## src/rtl/qpc_pkg.sv

```systemverilog
// Shared types, constants and helper functions of the quintic profile checker.
// Holds the Horner micro-op program, the queue item and result structs.
// No dependencies; every other file imports this package.
package qpc_pkg;

    // Field and register widths
    localparam int TIME_W    = 32;
    localparam int COEF_W    = 64;
    localparam int OUT_W     = 48;
    localparam int OUT_FRAC  = 32;
    localparam int NUM_COEF  = 5;
    localparam int CFG_IDX_W = 3;
    localparam int TDATA_IN_W  = 32;
    localparam int TDATA_OUT_W = 4 * OUT_W;

    // Default fixed-point formats
    localparam int TIME_FRAC_BITS_DEF = 24;
    localparam int COEF_FRAC_BITS_DEF = 48;

    // Input queue
    localparam int QUEUE_AW    = 2;
    localparam int QUEUE_DEPTH = 1 << QUEUE_AW;

    // Configuration register indexes
    localparam logic [CFG_IDX_W-1:0] REG_COEFF_T1    = 3'd0;
    localparam logic [CFG_IDX_W-1:0] REG_COEFF_T2    = 3'd1;
    localparam logic [CFG_IDX_W-1:0] REG_COEFF_T3    = 3'd2;
    localparam logic [CFG_IDX_W-1:0] REG_COEFF_T4    = 3'd3;
    localparam logic [CFG_IDX_W-1:0] REG_COEFF_T5    = 3'd4;
    localparam logic [CFG_IDX_W-1:0] REG_SPEED_LIMIT = 3'd5;
    localparam logic [CFG_IDX_W-1:0] REG_ACCEL_LIMIT = 3'd6;
    localparam logic [CFG_IDX_W-1:0] REG_JERK_LIMIT  = 3'd7;

    // Saturation bounds
    localparam logic signed [COEF_W-1:0] COEF_MAX = 64'sh7FFF_FFFF_FFFF_FFFF;
    localparam logic signed [COEF_W-1:0] COEF_MIN = 64'sh8000_0000_0000_0000;
    localparam logic [OUT_W-1:0] OUT_POS_MAG = 48'h7FFF_FFFF_FFFF;
    localparam logic [OUT_W-1:0] OUT_NEG_MAG = 48'h8000_0000_0000;

    typedef logic signed [COEF_W-1:0] qpc_coef_t;

    // Coefficient selects (array slot of c1..c5)
    localparam logic [2:0] CS_T1 = 3'd0;
    localparam logic [2:0] CS_T2 = 3'd1;
    localparam logic [2:0] CS_T3 = 3'd2;
    localparam logic [2:0] CS_T4 = 3'd3;
    localparam logic [2:0] CS_T5 = 3'd4;

    // Derivative scale factors
    localparam logic [5:0] K0  = 6'd0;
    localparam logic [5:0] K1  = 6'd1;
    localparam logic [5:0] K2  = 6'd2;
    localparam logic [5:0] K3  = 6'd3;
    localparam logic [5:0] K4  = 6'd4;
    localparam logic [5:0] K5  = 6'd5;
    localparam logic [5:0] K6  = 6'd6;     // 3*2*1
    localparam logic [5:0] K12 = 6'd12;
    localparam logic [5:0] K20 = 6'd20;    // 5*4
    localparam logic [5:0] K24 = 6'd24;    // 4*3*2
    localparam logic [5:0] K60 = 6'd60;    // 5*4*3

    // Quantity codes
    localparam logic [1:0] QTY_DISP = 2'd0;
    localparam logic [1:0] QTY_VEL  = 2'd1;
    localparam logic [1:0] QTY_ACC  = 2'd2;
    localparam logic [1:0] QTY_JERK = 2'd3;

    localparam int PROG_LEN = 18;
    localparam int PC_W     = 5;

    // One Horner micro-op
    typedef struct packed {
        logic       load;      // start a chain: acc = k*c
        logic [2:0] coef_sel;
        logic [5:0] scale;
        logic       last;      // chain ends after this op
        logic [1:0] quant;
    } qpc_op_t;

    // Queued input item
    typedef struct packed {
        logic [TIME_W-1:0] sample_time;
        logic              first_sample;
        logic              last_sample;
    } qpc_item_t;

    // Evaluated sample passed to the checker
    typedef struct packed {
        logic signed [OUT_W-1:0] displacement;
        logic signed [OUT_W-1:0] velocity;
        logic signed [OUT_W-1:0] acceleration;
        logic signed [OUT_W-1:0] jerk;
        logic [OUT_W-1:0]        speed_mag;
        logic [OUT_W-1:0]        accel_mag;
        logic [OUT_W-1:0]        jerk_mag;
        logic                    first_sample;
        logic                    last_sample;
    } qpc_result_t;

    function automatic qpc_op_t mk_op(input logic load, input logic [2:0] sel,
                                      input logic [5:0] scale, input logic last,
                                      input logic [1:0] quant);
        qpc_op_t op;
        op.load     = load;
        op.coef_sel = sel;
        op.scale    = scale;
        op.last     = last;
        op.quant    = quant;
        return op;
    endfunction

    // Horner program: displacement, velocity, acceleration, jerk
    function automatic qpc_op_t prog_op(input logic [PC_W-1:0] pc);
        qpc_op_t op;
        unique case (pc)
            5'd0:    op = mk_op(1'b1, CS_T5, K1,  1'b0, QTY_DISP);
            5'd1:    op = mk_op(1'b0, CS_T4, K1,  1'b0, QTY_DISP);
            5'd2:    op = mk_op(1'b0, CS_T3, K1,  1'b0, QTY_DISP);
            5'd3:    op = mk_op(1'b0, CS_T2, K1,  1'b0, QTY_DISP);
            5'd4:    op = mk_op(1'b0, CS_T1, K1,  1'b0, QTY_DISP);
            // extra multiply by t with nothing added
            5'd5:    op = mk_op(1'b0, CS_T1, K0,  1'b1, QTY_DISP);
            5'd6:    op = mk_op(1'b1, CS_T5, K5,  1'b0, QTY_VEL);
            5'd7:    op = mk_op(1'b0, CS_T4, K4,  1'b0, QTY_VEL);
            5'd8:    op = mk_op(1'b0, CS_T3, K3,  1'b0, QTY_VEL);
            5'd9:    op = mk_op(1'b0, CS_T2, K2,  1'b0, QTY_VEL);
            5'd10:   op = mk_op(1'b0, CS_T1, K1,  1'b1, QTY_VEL);
            5'd11:   op = mk_op(1'b1, CS_T5, K20, 1'b0, QTY_ACC);
            5'd12:   op = mk_op(1'b0, CS_T4, K12, 1'b0, QTY_ACC);
            5'd13:   op = mk_op(1'b0, CS_T3, K6,  1'b0, QTY_ACC);
            5'd14:   op = mk_op(1'b0, CS_T2, K2,  1'b1, QTY_ACC);
            5'd15:   op = mk_op(1'b1, CS_T5, K60, 1'b0, QTY_JERK);
            5'd16:   op = mk_op(1'b0, CS_T4, K24, 1'b0, QTY_JERK);
            5'd17:   op = mk_op(1'b0, CS_T3, K6,  1'b1, QTY_JERK);
            default: op = mk_op(1'b0, CS_T1, K0,  1'b1, QTY_JERK);
        endcase
        return op;
    endfunction

    // k*c saturated to the signed 64-bit range
    function automatic qpc_coef_t sat_scale(input qpc_coef_t c, input logic [5:0] k);
        logic signed [70:0] p;
        p = 71'(c) * $signed({65'd0, k});
        if (p[70:63] != {8{p[63]}}) begin
            return p[70] ? COEF_MIN : COEF_MAX;
        end
        return $signed(p[63:0]);
    endfunction

endpackage

```

## src/rtl/qpc_check.sv

```systemverilog
// Peak tracker and limit check of the quintic profile checker, with the
// registered result stream. Depends on qpc_pkg.
module qpc_check (
    input  logic                               aclk,
    input  logic                               aresetn,
    input  logic [qpc_pkg::OUT_W-1:0]          speed_limit,
    input  logic [qpc_pkg::OUT_W-1:0]          accel_limit,
    input  logic [qpc_pkg::OUT_W-1:0]          jerk_limit,
    input  logic                               res_valid,
    input  qpc_pkg::qpc_result_t               res,
    output logic                               res_ready,
    output logic                               m_axis_tvalid,
    input  logic                               m_axis_tready,
    output logic [qpc_pkg::TDATA_OUT_W-1:0]    m_axis_tdata,
    output logic                               m_axis_tlast,
    output logic                               m_axis_tuser
);
    import qpc_pkg::*;

    logic [OUT_W-1:0] peak_speed_reg, peak_accel_reg, peak_jerk_reg;
    logic [OUT_W-1:0] peak_speed_next, peak_accel_next, peak_jerk_next;
    logic [OUT_W-1:0] base_speed, base_accel, base_jerk;
    logic             hold_valid_reg;
    qpc_result_t      hold_reg;
    logic             out_valid_reg;
    logic [TDATA_OUT_W-1:0] out_data_reg;
    logic             out_last_reg, out_within_reg;
    logic             accept, move, in_limits;

    assign res_ready = !hold_valid_reg;
    assign accept    = res_valid && res_ready;
    assign move      = hold_valid_reg && (!out_valid_reg || m_axis_tready);

    // running maxima of magnitudes, restarted on the first sample
    always_comb begin
        base_speed = res.first_sample ? '0 : peak_speed_reg;
        base_accel = res.first_sample ? '0 : peak_accel_reg;
        base_jerk  = res.first_sample ? '0 : peak_jerk_reg;
        peak_speed_next = (res.speed_mag > base_speed) ? res.speed_mag : base_speed;
        peak_accel_next = (res.accel_mag > base_accel) ? res.accel_mag : base_accel;
        peak_jerk_next  = (res.jerk_mag  > base_jerk)  ? res.jerk_mag  : base_jerk;
    end

    // limit check on the updated peaks
    assign in_limits = (peak_speed_reg <= speed_limit) &&
                       (peak_accel_reg <= accel_limit) &&
                       (peak_jerk_reg  <= jerk_limit);

    always_ff @(posedge aclk) begin
        if (!aresetn) begin
            peak_speed_reg <= '0;
            peak_accel_reg <= '0;
            peak_jerk_reg  <= '0;
            hold_valid_reg <= 1'b0;
            out_valid_reg  <= 1'b0;
        end else begin
            if (accept) begin
                peak_speed_reg <= peak_speed_next;
                peak_accel_reg <= peak_accel_next;
                peak_jerk_reg  <= peak_jerk_next;
                hold_valid_reg <= 1'b1;
            end else if (move) begin
                hold_valid_reg <= 1'b0;
            end
            if (move) begin
                out_valid_reg <= 1'b1;
            end else if (m_axis_tready) begin
                out_valid_reg <= 1'b0;
            end
        end
    end

    // payload stages
    always_ff @(posedge aclk) begin
        if (accept) begin
            hold_reg <= res;
        end
        if (move) begin
            out_data_reg   <= {hold_reg.jerk, hold_reg.acceleration,
                               hold_reg.velocity, hold_reg.displacement};
            out_last_reg   <= hold_reg.last_sample;
            out_within_reg <= in_limits;
        end
    end

    assign m_axis_tvalid = out_valid_reg;
    assign m_axis_tdata  = out_data_reg;
    assign m_axis_tlast  = out_last_reg;
    assign m_axis_tuser  = out_within_reg;

endmodule

```

## config.mk

```make
export PLATFORM = sky130hd
export DESIGN_NAME = qpc_check
export DESIGN_NICKNAME = d
export VERILOG_FILES = /design/src/rtl/qpc_pkg.sv /design/src/rtl/qpc_check.sv
export SDC_FILE = /design/constraint.sdc
export NUM_CORES = 1
export LEC_CHECK = 0
export BUFFER_PORTS_ARGS = -buffer_cell sky130_fd_sc_hd__buf_2
export CORE_AREA = 2 2 264 266
export DETAILED_ROUTE_END_ITERATION = 7
export DIE_AREA = 0 0 266 268
export GPL_TIMING_DRIVEN = 0
export HOLD_SLACK_MARGIN = 0.1
export MAX_ROUTING_LAYER = met4
export SLEW_MARGIN = 20
export SYNTH_ARGS = -nofsm -noshare
export SYNTH_HDL_FRONTEND = slang
export SYNTH_SLANG_ARGS = --single-unit
```

## constraint.sdc

```tcl
create_clock -name aclk -period 12.77 [get_ports aclk]
set_clock_uncertainty 0.2 [all_clocks]
set_input_delay 1.277 -clock aclk [delete_from_list [all_inputs] [get_ports aclk]]
set_output_delay 1.277 -clock aclk [all_outputs]
set_load 0.02 [all_outputs]
```

; Word level (Yosys, flattened, before mapping)
; Index checks and enable logic that the tools add are counted.
[op_classes]
order_cmp = 6
n_mux = 10
n_reduce_logical = 9
[ops]
columns = cell, n
row1 = $mux W48, 6
row2 = $gt A48 B48 Y1, 3
row3 = $le A48 B48 Y1, 3
row4 = $logic_and A1 B1 Y1, 4
row5 = $mux W1, 4
row6 = $reduce_bool A2 Y1, 2
row7 = $logic_not A1 Y1, 2
row8 = $logic_or A1 B1 Y1, 1
[word_totals]
regBits = 533
input_bits = 486
output_inout_bits = 196
wordCells = 38

; Depth between registers and ports, before layout
[depth]
word_depth = 5
ltp_mapped = 14
depth_no_buf = 10

; Worst setup path after synthesis
; OpenSTA, ideal clock, no wires.
[synth_path]
kind = input-to-reg
start = input res_valid
end = register peak_jerk_reg[27]
setup_time_ps = 59
arrival_ps = 11550
t_required_ps = 12511
path_slack_ps = 962
stages = 6
path_buffers = 2
cell_sequence = nor2b_1 nand2_1 a211oi_1 buf_2 buf_2 a22o_1
[synth_via]
elab_chain_len = 1
[synth_rtl]
columns = item, line_no
row1 = "start, declared", qpc_check.sv:9  ; input logic res_valid,
row2 = $logic_and A1 B1 Y1, qpc_check.sv:31  ; assign accept = res_valid && res_ready;
row3 = "end signal, assigned", qpc_check.sv:60  ; peak_jerk_reg <= peak_jerk_next;
row4 = "end, declared", qpc_check.sv:20  ; logic [OUT_W-1:0] peak_speed_reg, peak_accel_reg, peak_jerk_reg;
; No other way between the ends.
; A chain may end at the register's enable or synchronous reset.

; Worst setup path in the final report
[layout_path]
start = input res[1] in the netlist's numbering
end = register peak_accel_reg[44]
[layout_via]
elab_chain_len = 3
[layout_rtl]
columns = item, line_no
row1 = "start, declared", qpc_check.sv:10  ; input qpc_pkg::qpc_result_t res,
row2 = $mux W48 (*), qpc_check.sv:37  ; base_accel = res.first_sample ? '0 : peak_accel_reg;
row3 = $gt A48 B48 Y1, qpc_check.sv:40  ; peak_accel_next = (res.accel_mag > base_accel) ? res.accel_mag : base_accel;
row4 = $mux W48 (*), qpc_check.sv:40
row5 = "end signal, assigned", qpc_check.sv:59  ; peak_accel_reg <= peak_accel_next;
row6 = "end, declared", qpc_check.sv:20
; Mark *: on every way between the ends. The rest lies on a longest branch, timed or not.

==> results by group <==
Yosys
  • Post-synthesis compound-gate area fraction: between 10 and 15%
  • Main combinational cell family by area after synthesis: adder cells
  • Ys async rst share: 0%
  • Post-synthesis mux area share: 0%
  • Synthesized area per cell: 13.3 sq um
  • Yosys cell types: 50
  • Synth warn: 0
  • Number of synthesized flops with an enable pin: ~390
  • Cells after Synth: roughly 1,800
  • Post-synthesis simple-gate area fraction: 9.07%
  • Yosys reg bits: 533
  • Seq/Total Area, Yosys: between 60% and 70%
  • Syn_nets: 2,570
  • Synth Flop Type: edfxtp_1
  • Synthesized area: between 0.02 and 0.025 sq mm
  • XOR/XNOR Fraction of Synth Area: 0%
  • Post-Synth Adder-Cell Area: 15.1%

Timing
  • Period utilization: 39.3%
  • Relative slew slack: 47.1%
  • Hold Vio Cnt, Final: 0
  • Slew @ Worst Pin: 0.786 ns
  • RSZ-0062 raised after global routing: no
  • WHS: around 0.21 ns
  • Minimum clock period: between 5 and 6 ns
  • Final setup margin: 7.75 ns
  • Setup-failing EPs final: 0
  • Slew Limit Fails: 0
  • Fmax: 0.199 GHz

CTS
  • Clock buffer depth: 3
  • CTS tree: built
  • Worst-path clk slew: around 0.06 ns
  • Post-cts gate resize count: 0
  • CTS sink count: 533
  • CTS root buf: clkbuf_16
  • H-tree Lvls: 2
  • Later-pin clock latency in the skew report: 0.62 ns
  • Setup Buffers After CTS: 0
  • Cts hold-fix bufs: 0
  • CTS Buf Count: 59

Finish
  • Final Cell Area: 0.0308 sq mm
  • Final core utilization: 45.2%
  • Area taken by multi-input logic gates: 0.00848 sq mm
  • Final-stage net count: about 3,300
  • Area Overhead vs Synth: 29.3%
  • Share of layout cells above drive strength 1: 31.4%
  • FF/Latch Area: 0.0145 sq mm
  • Max FFs per register: 193
  • Number of fill cells: 6,256

GRT
  • Vias in the first global route: approximately 18,000
  • GR Layer Usage met2: between 30% and 40%
  • Largest net degree at the start of global routing: 54
  • First-pass GRT wire length: 110,000 um
  • Grt ovf: 0
  • Initial antenna violation count: 71
  • GRT Util Overall: a little over a fifth
  • GRT busiest layer: met2
  • Met3 Use GR: 8.36%
  • Met1 Use GR: 22.0%

Floorplanning
  • Die Y: approximately 270 um
  • Core area: 0.0682 sq mm
  • Rows: 96
  • Starting Density: 34.9%
  • IO Pins: roughly 680
  • Die area: slightly above 0.07 sq mm
  • Chip width: 266 um

Critical path
  • Depth of the most critical reg-to-reg path: 10
  • Largest stage delay, worst path: 0.52 ns
  • Startpoint Class: input pin
  • CP required: 13.07 ns
  • Crit path DAT: roughly 5.3 ns
  • Buf/Inv on CP: 6
  • Critical path depth: 15
  • Cell family with most CP delay: buffers and inverters
  • Critical setup path kind: in -> reg
  • Worst path slowest cell: clkbuf_1
  • Critical Path Fanout Max: 10
  • CP endpoint kind: register
  • Worst path cell trace: buf_2 -> clkbuf_1 -> clkbuf_1 -> clkbuf_1 -> nand2b_1 -> ha_1 -> a21o_1 -> a21o_1 -> a221o_1 -> a2111o_1 -> a211oi_1 -> nor3_1 -> buf_2 -> buf_2 -> a22o_1

Run status
  • Status: completed

Placed design
  • DP Wirelength: about 63,000 um
  • Port bufs: 681
  • DP Worst Slack: 6.94 ns
  • Post-DP Area: 0.0287 sq mm
  • Routability Congestion: slightly above 0.9

Route
  • Avg WL per Cell: approximately 22 um
  • Starting DRC count in detailed routing: 1,120
  • Vias per inst: 4.96
  • DRC: 0
  • Final WL: 76,900 um
  • Routed Antenna Nets: 0
  • DR pass1 iterations: 5
  • Via count: 17,500

Power and ir drop
  • Cell leakage power: 13.3 nW
  • Final Power: 0.00436 W
  • Pwr dens: ~140 mW/mm^2
  • Peak VDD IR: about 120 uV

Flow run
  • Max cap viols: 0

Hold path
  • Class of the worst hold path: reg -> reg
  • Hold Path Depth: 0
[layer usage]
metal / share of wire [%] / vias up
met5: 0 / -
met4: 3.5 / 0
met3: 9.3 / 172
li1: - / 8383
met2: 51 / 589
met1: 36 / 8384
[cells in the mapped netlist, types with 2 or more instances]
| library cell | n | share of area, % |
|---|---|---|
| a2111o_1 | 2 | 0.094 |
| a2111oi_0 | 2 | 0.073 |
| a211oi_1 | 10 | 0.31 |
| a21boi_0 | 6 | 0.19 |
| a21o_1 | 11 | 0.35 |
| a21oi_1 | 113 | 2.4 |
| a221o_1 | 4 | 0.17 |
| a221oi_1 | 9 | 0.33 |
| a22o_1 | 144 | 5.3 |
| a22oi_1 | 4 | 0.13 |
| and3_1 | 3 | 0.079 |
| and4_1 | 13 | 0.48 |
| buf_2 | 16 | 0.34 |
| buf_4 | 3 | 0.094 |
| buf_6 | 3 | 0.14 |
| clkbuf_1 | 24 | 0.38 |
| dfxtp_1 | 146 | 12 |
| edfxtp_1 | 387 | 49 |
| ha_1 | 288 | 15 |
| inv_1 | 160 | 2.5 |
| nand2_1 | 65 | 1.0 |
| nand2b_1 | 148 | 3.9 |
| nand3_1 | 23 | 0.48 |
| nand4_1 | 56 | 1.5 |
| nor2_1 | 33 | 0.52 |
| nor2b_1 | 8 | 0.21 |
| nor3_1 | 18 | 0.38 |
| nor4_1 | 6 | 0.16 |
| o211ai_1 | 7 | 0.22 |
| o21a_1 | 8 | 0.25 |
| o21ai_0 | 46 | 0.97 |
| o2bb2ai_1 | 2 | 0.073 |
| o31a_1 | 2 | 0.073 |
| o31ai_1 | 2 | 0.063 |
| o41ai_1 | 2 | 0.073 |
| or2_2 | 3 | 0.079 |
| or3_1 | 3 | 0.079 |
| or4_1 | 4 | 0.13 |
[cell type report]
type | count | share of cell area (%)
Antenna cell | 52 | 0.422
Buffer | 46 | 0.734
Clock buffer | 67 | 4.99
Clock inverter | 43 | 1.67
Inverter | 160 | 1.95
Multi-Input combinational cell | 1057 | 27.5
Sequential cell | 533 | 47.2
Tap cell | 882 | 3.58
Timing Repair Buffer | 694 | 12.0
[report_power, final]
| part | total, W | switching (W) | internal, W |
|---|---|---|---|
| combinational | 0.000519 | 0.000303 | 0.000217 |
| clock | 0.00180 | 0.000732 | 0.00107 |
| sequential | 0.00203 | 0.0000500 | 0.00198 |
| total | 0.00436 | 0.00108 | 0.00327 |
[worst paths after layout]
check | startpoint | endpoint | slack [ns]
setup / recovery | res[1] | peak_accel_reg[44] | 7.75
hold / removal | hold_reg[169] | m_axis_tdata[167] | 0.21
hold reg to reg | hold_reg[169] | m_axis_tdata[167] | 0.21
setup reg to reg | peak_jerk_reg[46] | peak_jerk_reg[30] | 9.16
[cells in the final DEF (no fill, tap or decap), drive strengths merged, types with 4 or more instances in the layout]
master,n
a211oi,10
a21boi,6
a21o,11
a21oi,113
a221o,4
a221oi,9
a22o,144
a22oi,4
and4,13
buf,716
bufinv,10
clkbuf,91
clkinv,25
clkinvlp,5
dfxtp,146
diode,52
edfxtp,387
ha,288
inv,163
nand2,65
nand2b,148
nand3,23
nand4,56
nor2,33
nor2b,8
nor3,18
nor4,6
o211ai,7
o21a,8
o21ai,46
or4,4
[metrics by stage]
| step | instances | setup TNS (ns) |
|---|---|---|
| 2_1_floorplan | 1796 | 0 |
| 3_3_place_gp | 3359 | -1703.88 |
| 3_5_place_dp | 3372 | 0 |
| 4_1_cts | 3482 | 0 |
| 5_1_grt | 3531 | 0 |
| 6_report | 3534 | 0 |
[logic make-up (layout without fill, tap and decap cells)]
group           count (synthesis)  in the layout
flops                         533            533
simple gates                  386            386
compound gates                383            383
fa+ha+maj                     288            288
buf+inv                       206           1010
other cells                     0             52
(Power assumes the default switching activity.)
