===== config.mk =====
export PLATFORM = sky130hd
export DESIGN_NAME = qpc_eval
export DESIGN_NICKNAME = d
export VERILOG_FILES = /design/src/rtl/qpc_pkg.sv /design/src/rtl/qpc_eval.sv
export SDC_FILE = /design/constraint.sdc
export NUM_CORES = 2
export LEC_CHECK = 0
export BUFFER_PORTS_ARGS = -buffer_cell sky130_fd_sc_hd__buf_2
export CAP_MARGIN = 10
export CORE_ASPECT_RATIO = 0.9
export CORE_MARGIN = 2
export CORE_UTILIZATION = 57
export DETAILED_ROUTE_END_ITERATION = 7
export PLACE_DENSITY_LB_ADDON = 0.05
export SLEW_MARGIN = 20
export SYNTH_ARGS = -nofsm -noshare
export SYNTH_HDL_FRONTEND = slang
export SYNTH_SLANG_ARGS = --single-unit
export TNS_END_PERCENT = 1

===== constraint.sdc =====
create_clock -name aclk -period 11.1 [get_ports aclk]
set_input_delay 0.555 -clock aclk [delete_from_list [all_inputs] [get_ports aclk]]
set_output_delay 0.555 -clock aclk [all_outputs]
set_load 0.01 [all_outputs]

===== src/rtl/qpc_pkg.sv =====
// Shared types, constants and helper functions of the quintic profile checker.
// Holds the Horner micro-op program, the queue item and result structs.
// No dependencies; every other file imports this package.
package qpc_pkg;

    // Field and register widths
    localparam int TIME_W    = 32;
    localparam int COEF_W    = 64;
    localparam int OUT_W     = 48;
    localparam int OUT_FRAC  = 32;
    localparam int NUM_COEF  = 5;
    localparam int CFG_IDX_W = 3;
    localparam int TDATA_IN_W  = 32;
    localparam int TDATA_OUT_W = 4 * OUT_W;

    // Default fixed-point formats
    localparam int TIME_FRAC_BITS_DEF = 24;
    localparam int COEF_FRAC_BITS_DEF = 48;

    // Input queue
    localparam int QUEUE_AW    = 2;
    localparam int QUEUE_DEPTH = 1 << QUEUE_AW;

    // Configuration register indexes
    localparam logic [CFG_IDX_W-1:0] REG_COEFF_T1    = 3'd0;
    localparam logic [CFG_IDX_W-1:0] REG_COEFF_T2    = 3'd1;
    localparam logic [CFG_IDX_W-1:0] REG_COEFF_T3    = 3'd2;
    localparam logic [CFG_IDX_W-1:0] REG_COEFF_T4    = 3'd3;
    localparam logic [CFG_IDX_W-1:0] REG_COEFF_T5    = 3'd4;
    localparam logic [CFG_IDX_W-1:0] REG_SPEED_LIMIT = 3'd5;
    localparam logic [CFG_IDX_W-1:0] REG_ACCEL_LIMIT = 3'd6;
    localparam logic [CFG_IDX_W-1:0] REG_JERK_LIMIT  = 3'd7;

    // Saturation bounds
    localparam logic signed [COEF_W-1:0] COEF_MAX = 64'sh7FFF_FFFF_FFFF_FFFF;
    localparam logic signed [COEF_W-1:0] COEF_MIN = 64'sh8000_0000_0000_0000;
    localparam logic [OUT_W-1:0] OUT_POS_MAG = 48'h7FFF_FFFF_FFFF;
    localparam logic [OUT_W-1:0] OUT_NEG_MAG = 48'h8000_0000_0000;

    typedef logic signed [COEF_W-1:0] qpc_coef_t;

    // Coefficient selects (array slot of c1..c5)
    localparam logic [2:0] CS_T1 = 3'd0;
    localparam logic [2:0] CS_T2 = 3'd1;
    localparam logic [2:0] CS_T3 = 3'd2;
    localparam logic [2:0] CS_T4 = 3'd3;
    localparam logic [2:0] CS_T5 = 3'd4;

    // Derivative scale factors
    localparam logic [5:0] K0  = 6'd0;
    localparam logic [5:0] K1  = 6'd1;
    localparam logic [5:0] K2  = 6'd2;
    localparam logic [5:0] K3  = 6'd3;
    localparam logic [5:0] K4  = 6'd4;
    localparam logic [5:0] K5  = 6'd5;
    localparam logic [5:0] K6  = 6'd6;     // 3*2*1
    localparam logic [5:0] K12 = 6'd12;
    localparam logic [5:0] K20 = 6'd20;    // 5*4
    localparam logic [5:0] K24 = 6'd24;    // 4*3*2
    localparam logic [5:0] K60 = 6'd60;    // 5*4*3

    // Quantity codes
    localparam logic [1:0] QTY_DISP = 2'd0;
    localparam logic [1:0] QTY_VEL  = 2'd1;
    localparam logic [1:0] QTY_ACC  = 2'd2;
    localparam logic [1:0] QTY_JERK = 2'd3;

    localparam int PROG_LEN = 18;
    localparam int PC_W     = 5;

    // One Horner micro-op
    typedef struct packed {
        logic       load;      // start a chain: acc = k*c
        logic [2:0] coef_sel;
        logic [5:0] scale;
        logic       last;      // chain ends after this op
        logic [1:0] quant;
    } qpc_op_t;

    // Queued input item
    typedef struct packed {
        logic [TIME_W-1:0] sample_time;
        logic              first_sample;
        logic              last_sample;
    } qpc_item_t;

    // Evaluated sample passed to the checker
    typedef struct packed {
        logic signed [OUT_W-1:0] displacement;
        logic signed [OUT_W-1:0] velocity;
        logic signed [OUT_W-1:0] acceleration;
        logic signed [OUT_W-1:0] jerk;
        logic [OUT_W-1:0]        speed_mag;
        logic [OUT_W-1:0]        accel_mag;
        logic [OUT_W-1:0]        jerk_mag;
        logic                    first_sample;
        logic                    last_sample;
    } qpc_result_t;

    function automatic qpc_op_t mk_op(input logic load, input logic [2:0] sel,
                                      input logic [5:0] scale, input logic last,
                                      input logic [1:0] quant);
        qpc_op_t op;
        op.load     = load;
        op.coef_sel = sel;
        op.scale    = scale;
        op.last     = last;
        op.quant    = quant;
        return op;
    endfunction

    // Horner program: displacement, velocity, acceleration, jerk
    function automatic qpc_op_t prog_op(input logic [PC_W-1:0] pc);
        qpc_op_t op;
        unique case (pc)
            5'd0:    op = mk_op(1'b1, CS_T5, K1,  1'b0, QTY_DISP);
            5'd1:    op = mk_op(1'b0, CS_T4, K1,  1'b0, QTY_DISP);
            5'd2:    op = mk_op(1'b0, CS_T3, K1,  1'b0, QTY_DISP);
            5'd3:    op = mk_op(1'b0, CS_T2, K1,  1'b0, QTY_DISP);
            5'd4:    op = mk_op(1'b0, CS_T1, K1,  1'b0, QTY_DISP);
            // extra multiply by t with nothing added
            5'd5:    op = mk_op(1'b0, CS_T1, K0,  1'b1, QTY_DISP);
            5'd6:    op = mk_op(1'b1, CS_T5, K5,  1'b0, QTY_VEL);
            5'd7:    op = mk_op(1'b0, CS_T4, K4,  1'b0, QTY_VEL);
            5'd8:    op = mk_op(1'b0, CS_T3, K3,  1'b0, QTY_VEL);
            5'd9:    op = mk_op(1'b0, CS_T2, K2,  1'b0, QTY_VEL);
            5'd10:   op = mk_op(1'b0, CS_T1, K1,  1'b1, QTY_VEL);
            5'd11:   op = mk_op(1'b1, CS_T5, K20, 1'b0, QTY_ACC);
            5'd12:   op = mk_op(1'b0, CS_T4, K12, 1'b0, QTY_ACC);
            5'd13:   op = mk_op(1'b0, CS_T3, K6,  1'b0, QTY_ACC);
            5'd14:   op = mk_op(1'b0, CS_T2, K2,  1'b1, QTY_ACC);
            5'd15:   op = mk_op(1'b1, CS_T5, K60, 1'b0, QTY_JERK);
            5'd16:   op = mk_op(1'b0, CS_T4, K24, 1'b0, QTY_JERK);
            5'd17:   op = mk_op(1'b0, CS_T3, K6,  1'b1, QTY_JERK);
            default: op = mk_op(1'b0, CS_T1, K0,  1'b1, QTY_JERK);
        endcase
        return op;
    endfunction

    // k*c saturated to the signed 64-bit range
    function automatic qpc_coef_t sat_scale(input qpc_coef_t c, input logic [5:0] k);
        logic signed [70:0] p;
        p = 71'(c) * $signed({65'd0, k});
        if (p[70:63] != {8{p[63]}}) begin
            return p[70] ? COEF_MIN : COEF_MAX;
        end
        return $signed(p[63:0]);
    endfunction

endpackage


===== src/rtl/qpc_eval.sv =====
// Horner evaluator of the quintic profile checker: sequencer plus one shared
// 32x32 multiplier computing displacement and the three derivatives.
// Depends on qpc_pkg.
module qpc_eval #(
    parameter int TIME_FRAC_BITS = qpc_pkg::TIME_FRAC_BITS_DEF,
    parameter int COEF_FRAC_BITS = qpc_pkg::COEF_FRAC_BITS_DEF
) (
    input  logic                  aclk,
    input  logic                  aresetn,
    input  qpc_pkg::qpc_coef_t    coeff [qpc_pkg::NUM_COEF],
    input  logic                  item_valid,
    input  qpc_pkg::qpc_item_t    item,
    output logic                  item_ready,
    output logic                  res_valid,
    output qpc_pkg::qpc_result_t  res,
    input  logic                  res_ready
);
    import qpc_pkg::*;

    localparam logic [3:0] ST_IDLE  = 4'd0;
    localparam logic [3:0] ST_OP    = 4'd1;
    localparam logic [3:0] ST_MULLO = 4'd2;
    localparam logic [3:0] ST_MULHI = 4'd3;
    localparam logic [3:0] ST_SHIFT = 4'd4;
    localparam logic [3:0] ST_ADD   = 4'd5;
    localparam logic [3:0] ST_CMAG  = 4'd6;
    localparam logic [3:0] ST_CONV  = 4'd7;
    localparam logic [3:0] ST_DONE  = 4'd8;

    // output format conversion shifts
    localparam int SHR = (COEF_FRAC_BITS >= OUT_FRAC) ? COEF_FRAC_BITS - OUT_FRAC : 0;
    localparam int SHL = (COEF_FRAC_BITS <  OUT_FRAC) ? OUT_FRAC - COEF_FRAC_BITS : 0;
    localparam logic [COEF_W-1:0] SHL_LIMIT = 64'd1 << (OUT_W - 1 - SHL);

    logic [3:0]          state_reg, state_next;
    logic [PC_W-1:0]     pc_reg;
    logic [TIME_W-1:0]   t_reg;
    qpc_coef_t           acc_reg, coef_reg;
    logic [COEF_W-1:0]   mag_reg, qmag_reg;
    logic                neg_reg;
    logic [63:0]         prod_lo_reg, prod_hi_reg;
    qpc_result_t         res_reg;

    qpc_op_t             op;
    qpc_coef_t           scaled;
    logic [COEF_W-1:0]   acc_mag;
    logic [31:0]         mul_a;
    logic [63:0]         prod;
    logic [95:0]         full, shifted;
    logic [COEF_W-1:0]   qmag;
    logic [COEF_W-1:0]   bm;
    logic [COEF_W:0]     addend, sum65;
    qpc_coef_t           add_res;
    logic [COEF_W-1:0]   m_sh;
    logic [OUT_W-1:0]    mag_out;
    logic signed [OUT_W-1:0] val_out;

    assign op         = prog_op(pc_reg);
    assign scaled     = sat_scale(coeff[op.coef_sel], op.scale);
    assign item_ready = (state_reg == ST_IDLE);
    assign res_valid  = (state_reg == ST_DONE);
    assign res        = res_reg;

    // magnitude of the accumulator
    assign acc_mag = acc_reg[COEF_W-1] ? (~$unsigned(acc_reg) + 64'd1) : $unsigned(acc_reg);

    // shared multiplier: low then high half of the magnitude times t
    assign mul_a = (state_reg == ST_MULHI) ? mag_reg[63:32] : mag_reg[31:0];
    assign prod  = {32'd0, mul_a} * {32'd0, t_reg};

    // assemble the 96-bit product, drop time fraction, saturate magnitude
    always_comb begin
        full    = {32'd0, prod_lo_reg} + {prod_hi_reg, 32'd0};
        shifted = full >> TIME_FRAC_BITS;
        qmag    = (|shifted[95:64]) ? '1 : shifted[63:0];
    end

    // signed product plus coefficient, one adder with carry-in for negation
    always_comb begin
        if (neg_reg) begin
            bm = qmag_reg[COEF_W-1] ? 64'h8000_0000_0000_0000 : qmag_reg;
        end else begin
            bm = qmag_reg[COEF_W-1] ? 64'h7FFF_FFFF_FFFF_FFFF : qmag_reg;
        end
        addend = neg_reg ? ~{1'b0, bm} : {1'b0, bm};
        sum65  = {coef_reg[COEF_W-1], $unsigned(coef_reg)} + addend + 65'(neg_reg);
        if (sum65[COEF_W] != sum65[COEF_W-1]) begin
            add_res = sum65[COEF_W] ? COEF_MIN : COEF_MAX;
        end else begin
            add_res = $signed(sum65[COEF_W-1:0]);
        end
    end

    // conversion to Q16.32 with saturation to 48 bits
    always_comb begin
        if (SHL == 0) begin
            m_sh = mag_reg >> SHR;
        end else begin
            m_sh = (mag_reg > SHL_LIMIT) ? 64'(OUT_NEG_MAG) : (mag_reg << SHL);
        end
        if (neg_reg) begin
            mag_out = (m_sh > 64'(OUT_NEG_MAG)) ? OUT_NEG_MAG : m_sh[OUT_W-1:0];
        end else begin
            mag_out = (m_sh > 64'(OUT_POS_MAG)) ? OUT_POS_MAG : m_sh[OUT_W-1:0];
        end
        val_out = $signed(neg_reg ? (~mag_out + 48'd1) : mag_out);
    end

    // sequencer
    always_comb begin
        state_next = state_reg;
        unique case (state_reg)
            ST_IDLE:  if (item_valid) state_next = ST_OP;
            ST_OP:    state_next = op.load ? ST_OP : ST_MULLO;
            ST_MULLO: state_next = ST_MULHI;
            ST_MULHI: state_next = ST_SHIFT;
            ST_SHIFT: state_next = ST_ADD;
            ST_ADD:   state_next = op.last ? ST_CMAG : ST_OP;
            ST_CMAG:  state_next = ST_CONV;
            ST_CONV:  state_next = (op.quant == QTY_JERK) ? ST_DONE : ST_OP;
            ST_DONE:  if (res_ready) state_next = ST_IDLE;
            default:  state_next = ST_IDLE;
        endcase
    end

    always_ff @(posedge aclk) begin
        if (!aresetn) begin
            state_reg <= ST_IDLE;
            pc_reg    <= '0;
        end else begin
            state_reg <= state_next;
            if (state_reg == ST_IDLE) begin
                pc_reg <= '0;
            end else if ((state_reg == ST_OP && op.load) ||
                         (state_reg == ST_ADD && !op.last) ||
                         (state_reg == ST_CONV && op.quant != QTY_JERK)) begin
                pc_reg <= pc_reg + 1'b1;
            end
        end
    end

    // datapath registers
    always_ff @(posedge aclk) begin
        unique case (state_reg)
            ST_IDLE: begin
                if (item_valid) begin
                    t_reg                <= item.sample_time;
                    res_reg.first_sample <= item.first_sample;
                    res_reg.last_sample  <= item.last_sample;
                end
            end
            ST_OP: begin
                coef_reg <= scaled;
                mag_reg  <= acc_mag;
                neg_reg  <= acc_reg[COEF_W-1];
                if (op.load) begin
                    acc_reg <= scaled;
                end
            end
            ST_MULLO: prod_lo_reg <= prod;
            ST_MULHI: prod_hi_reg <= prod;
            ST_SHIFT: qmag_reg    <= qmag;
            ST_ADD:   acc_reg     <= add_res;
            ST_CMAG: begin
                mag_reg <= acc_mag;
                neg_reg <= acc_reg[COEF_W-1];
            end
            ST_CONV: begin
                unique case (op.quant)
                    QTY_DISP: res_reg.displacement <= val_out;
                    QTY_VEL: begin
                        res_reg.velocity  <= val_out;
                        res_reg.speed_mag <= mag_out;
                    end
                    QTY_ACC: begin
                        res_reg.acceleration <= val_out;
                        res_reg.accel_mag    <= mag_out;
                    end
                    QTY_JERK: begin
                        res_reg.jerk     <= val_out;
                        res_reg.jerk_mag <= mag_out;
                    end
                endcase
            end
            default: ;
        endcase
    end

endmodule


# After elaboration in Yosys (flattened, before gate mapping)
# Memory sizes are Yosys's and may differ from the RTL's. A register that Yosys moved wholly into a read port is not among the register bits.
# Index checks and enable logic that the tools add are counted.
# op_classes
n_addsub	6
multipliers	2
order_cmp	3
eq_ne	17
muxes	29
bitwise	5
reduce_logical	19
# op_table
cell	count
64-bit 2-to-1 mux	10
64-bit binary-select mux with 3-bit select	1
48-bit 2-to-1 mux	4
64-bit one-hot mux with 2 select lines	1
63-bit 2-to-1 mux	2
64-bit by 96-bit adder with 96-bit output	1
64-bit by 7-bit multiplier with 71-bit output	1
65-bit by 1-bit adder with 65-bit output	1
65-bit adder	1
65-bit 2-to-1 mux	1
64-bit NOT with 65-bit output	1
64-bit by 1-bit adder with 64-bit output (second input constant)	1
32-bit by 32-bit multiplier with 64-bit output	1
64-bit NOT	1
48-bit by 1-bit adder with 48-bit output (second input constant)	1
48-bit by 47-bit greater-than comparator with 1-bit output (second input constant)	1
48-bit greater-than comparator (second input constant)	1
48-bit NOT	1
4-bit one-hot mux with 9 select lines	1
32-bit 2-to-1 mux	1
4-bit by 3-bit == test with 1-bit output (second input constant)	4
2-bit AND reduction	7
4-bit 2-to-1 mux	3
5-bit 2-to-1 mux	2
other kinds (24)	32
# totals
ff_bits	764
rom_bits	416
out_inout_bits	340
wordCells	102
n_memories	1
# mem_list
name	depth	width	read_ports	rd_clocked_by_memory_dff	wr	line	source
(name not given)	32	13	1	1	0	qpc_pkg.sv:115	unique case (pc)

# Depth between registers and ports, before layout
# depth
word_depth	10
depth_mapped	35

# Worst setup path after synthesis
# No wires, ideal clock.
# synth_timing
kind	register to register
from	reg state_reg[1]
to	reg prod_hi_reg[59] (data pin)
t_arrival_ns	10.725
required_time_ns	10.831
setup_slack_ns	0.106
stages_incl_launch_ff	33
n_path_buf	3
cell_sequence	dfxtp_1 > clkbuf_1 > nand2_1 > nor3_1 > clkbuf_1 > mux2_2 > clkbuf_1 > nand2_1 > fa_1 > inv_1 > fa_1 > inv_1 > fa_1 > inv_1 > fa_1 > inv_1 > fa_1 > fa_1 > fa_1 > fa_1 > inv_1 > ha_1 > a21o_1 > a21o_1 > a21oi_1 > o211ai_1 > a22oi_1 > o21ai_0 > a2111o_1 > a21o_1 > a211oi_1 > o21ai_0 > xor2_1
# synth_between
elab_chain_cells	3
# synth_rtl
item	line	source
from (decl)	qpc_eval.sv:35	logic [3:0] state_reg, state_next;
from (signal assigned)	qpc_eval.sv:131	state_reg <= state_next;
4-bit by 2-bit == test with 1-bit output	qpc_eval.sv:68	assign mul_a = (state_reg == ST_MULHI) ? mag_reg[63:32] : mag_reg[31:0];
32-bit 2-to-1 mux	qpc_eval.sv:68	
32-bit by 32-bit multiplier with 64-bit output	qpc_eval.sv:69	assign prod = {32'd0, mul_a} * {32'd0, t_reg};
named net prod[59]	qpc_eval.sv:48	logic [63:0] prod;
to (signal assigned)	qpc_eval.sv:161	ST_MULHI: prod_hi_reg <= prod;
to (decl)	qpc_eval.sv:41	logic [63:0] prod_lo_reg, prod_hi_reg;
# The timed path passes the listed nets, and every way through them passes these cells.
# A chain may end at the register's enable or synchronous reset.

# Worst setup path after layout
# layout_timing
from	reg state_reg[0]
to	reg prod_lo_reg[59] (data pin)
# layout_between
elab_chain_cells	3
# layout_rtl
item	line	source
4-bit by 2-bit == test with 1-bit output	qpc_eval.sv:68	
32-bit 2-to-1 mux	qpc_eval.sv:68	
32-bit by 32-bit multiplier with 64-bit output	qpc_eval.sv:69	
named net prod[59]	qpc_eval.sv:48	
to (signal assigned)	qpc_eval.sv:160	ST_MULLO: prod_lo_reg <= prod;
to (decl)	qpc_eval.sv:41	
# The timed path passes the listed nets, and every way through them passes these cells.

==> key figures <==
Yosys
  • Post-Syn Nets: 10,420
  • Flops & latches, synth: 749
  • Mapped cell area: 0.08429 mm2
  • Synth warnings: 0
  • Cell variety after synth: 83
  • Top_reg_cell synth: edfxtp_1
  • Post-synthesis sequential area ratio: 26.43%
  • Cells after Synth: 8,398
  • Synth Area per Inst: 10.04 um2
  • EDFF count, synth: 728
  • Post-synth ARST share: 0%

Clocking
  • Reg clk slew, reported paths: 0.06 ns
  • Clk root buf: clkbuf_16
  • Clock buffer depth: 3
  • TritonCTS clock tree: done
  • H-tree levels: 3
  • Clock sink count: 749
  • Num CTS Buffers: 80
  • Clock Latency Late Sink: 0.71 ns
  • CTS resizes: 0

Global route
  • First-pass GRT wire length: 391,100 um
  • Largest net degree at the start of global routing: 78
  • Number of global-route vias before repair: 64,970
  • Initial antenna violation count: 10
  • GRT Resource Usage Total: 33.98%
  • Total grt overflow: 0

Worst setup path
  • Critical path capture point type: register
  • Data required, critical path: 11.55 ns
  • Worst path max stage delay: 0.64 ns
  • Crit path arrival time: 10.60 ns
  • Worst Path Max Fanout: 41
  • CP Buf/Inv Count: 6
  • Slowest CP cell: fa_1
  • Most used cell, CP: fa_1
  • CP delay by family, top: adder cells
  • Crit path kind: register to register
  • Crit path depth: 30
  • Cell count of the worst reg-to-reg path: 30
  • Startpoint Class: register

Place
  • I/O Buffers: 697
  • Post-DP HPWL: 205,800 um
  • GP Congestion: 1.013
  • Cell area after placement: 0.08977 mm2
  • Placed insts: 10,740

Cells and area
  • Final nets: 10,920
  • Post-route cell area: 0.09274 mm2
  • Max reg flops: 335
  • Non-Filler Instances: 10,920
  • Layout area overhead: 10.01%
  • # fillers: 12,280
  • Share of cells above drive strength 1: 12.58%
  • Commonest cells after routing, fill and taps aside: inv_1 (1,220), fa_1 (1,157), nand2_1 (880)
  • Most common cell after layout, fill and taps aside: inv_1

STA
  • Final Skew: 0.04486 ns
  • Fmax: 98.52 MHz
  • Max-slew violations: 0
  • Final setup fails: 0
  • Slew @ Worst Pin: 1.299 ns
  • Slew HR: 13.43%
  • Fin Setup TNS: 0 ns
  • Post-route minimum period: 10.15 ns
  • Fin crit share: 91.44%
  • Final Hold Viols: 0
  • RSZ-0062 raised after global routing: false

Detailed routing
  • Remaining DRCs: 0
  • Number of routed nets with antenna violations: 0
  • Initial DRT Pass Iterations: 6
  • Wirelength per Cell: 23.12 um
  • Via count: 64,220
  • Initial DRC Count: 6,342
  • Vias/cell: 5.881
  • Drt total wl: 252,400 um

Worst hold path
  • Worst Hold Depth: 1
  • Min-Delay Path Class: input pin to register

Job
  • Maxcap violations: 0

Floorplan
  • Die Area: 0.1510 mm2
  • Die width: 409.4 um
  • Num ports: 698
  • Die Y: 368.8 um
  • Initial Util: 57.56%
  • Core ar.: 0.1464 mm2
  • Site row count: 133

Status
  • Status: completed
[layout make-up]
class | instances | area [um2] | share of cell area (%)
timing repair buffer | 870 | 4900 | 5.284
tap | 1957 | 2449 | 2.640
clock buffer | 92 | 2047 | 2.207
inverter | 1222 | 4587 | 4.946
clock inverter | 53 | 598.1 | 0.6449
multi-input combinational | 5975 | 55860 | 60.23
antenna | 2 | 5.005 | 0.005397
sequential | 749 | 22290 | 24.04
[cells by family (layout without fill, tap and decap cells)]
family / count (synthesis) / after routing / synth area share, %
DFF: 749 / 749 / 26.43
xor gates and xnor gates: 379 / 379 / 3.938
and+or+nand+nor: 2619 / 2619 / 15.75
other: 0 / 2 / 0
buffers and inverters: 1674 / 2237 / 7.469
AOI/OAI and AO/OA: 1210 / 1210 / 9.188
muxes: 100 / 100 / 2.182
adders and majority gates: 1667 / 1667 / 35.04
[path summary, 6_finish.rpt]
kind | from | to | slack [ns]
setup / recovery | state_reg[0] | prod_lo_reg[59] | 0.95
hold / removal | item[18] | t_reg[16] | 0.04
setup reg to reg | state_reg[0] | prod_lo_reg[59] | 0.95
hold reg to reg | prod_lo_reg[25] | qmag_reg[1] | 0.50
[cells in the mapped netlist, types with 10 or more instances]
master | instances | area (um2)
o31ai_1 | 33 | 247.7
nand3b_1 | 13 | 97.59
dfxtp_1 | 21 | 420.4
nand4_1 | 63 | 394.1
a21oi_1 | 330 | 1652
ha_1 | 509 | 6369
nor3_1 | 76 | 380.4
nand3_1 | 134 | 670.6
o211ai_1 | 29 | 217.7
nor4_1 | 30 | 187.7
xnor2_1 | 284 | 2487
o41ai_1 | 11 | 96.34
or2_2 | 11 | 68.82
a22o_1 | 14 | 122.6
or4_1 | 18 | 135.1
o21ai_0 | 288 | 1441
o21bai_1 | 40 | 300.3
a21boi_0 | 15 | 112.6
a31oi_1 | 36 | 225.2
a2111oi_0 | 12 | 105.1
a22oi_1 | 57 | 427.9
a211oi_1 | 32 | 240.2
and2_1 | 617 | 3860
and3_1 | 32 | 200.2
or3_1 | 24 | 150.1
nor2b_1 | 285 | 1783
o311ai_0 | 10 | 87.58
fa_1 | 1157 | 23160
clkbuf_1 | 421 | 1580
nand2_1 | 882 | 3311
nor2_1 | 327 | 1227
a21o_1 | 129 | 968.4
xor2_1 | 95 | 832.1
a221oi_1 | 61 | 534.3
o21a_1 | 37 | 277.8
inv_1 | 1221 | 4583
mux2_2 | 30 | 337.8
buf_1 | 27 | 101.4
nand2b_1 | 70 | 437.9
mux4_2 | 64 | 1441
edfxtp_1 | 728 | 21860
[timing repair]
item / in CTS / in global routing
setup buffers: 0 / 0
hold buffers: 27 / 0
hold endpoints to repair: 27 / 0
[layer usage]
layer | global-route usage (%) | vias up | routed length, um
met2 | 51.61 | 2822 | 112500
met4 | 8.385 | 4 | 6645
li1 | - | 28490 | -
met5 | 0.7024 | - | 154
met1 | 48.97 | 32540 | 107700
met3 | 8.593 | 364 | 25460
[per-stage QoR]
stage / util (%) / hold WS (ns) / setup WS, ns
after global placement: 61.30 / 0.4852 / 1.140
after floorplan: - / 0.4244 / 0.1061
final: 63.33 / 0.04102 / 0.9499
after CTS: 63.29 / 0.001110 / 0.8768
after global routing: 63.32 / 0.01576 / 0.4503
after detailed placement: 61.30 / 0.4893 / 0.9502
Power is left out: the tool's default activity adds up to more than one toggle a clock period on the data nets, which glitch-free logic cannot reach.
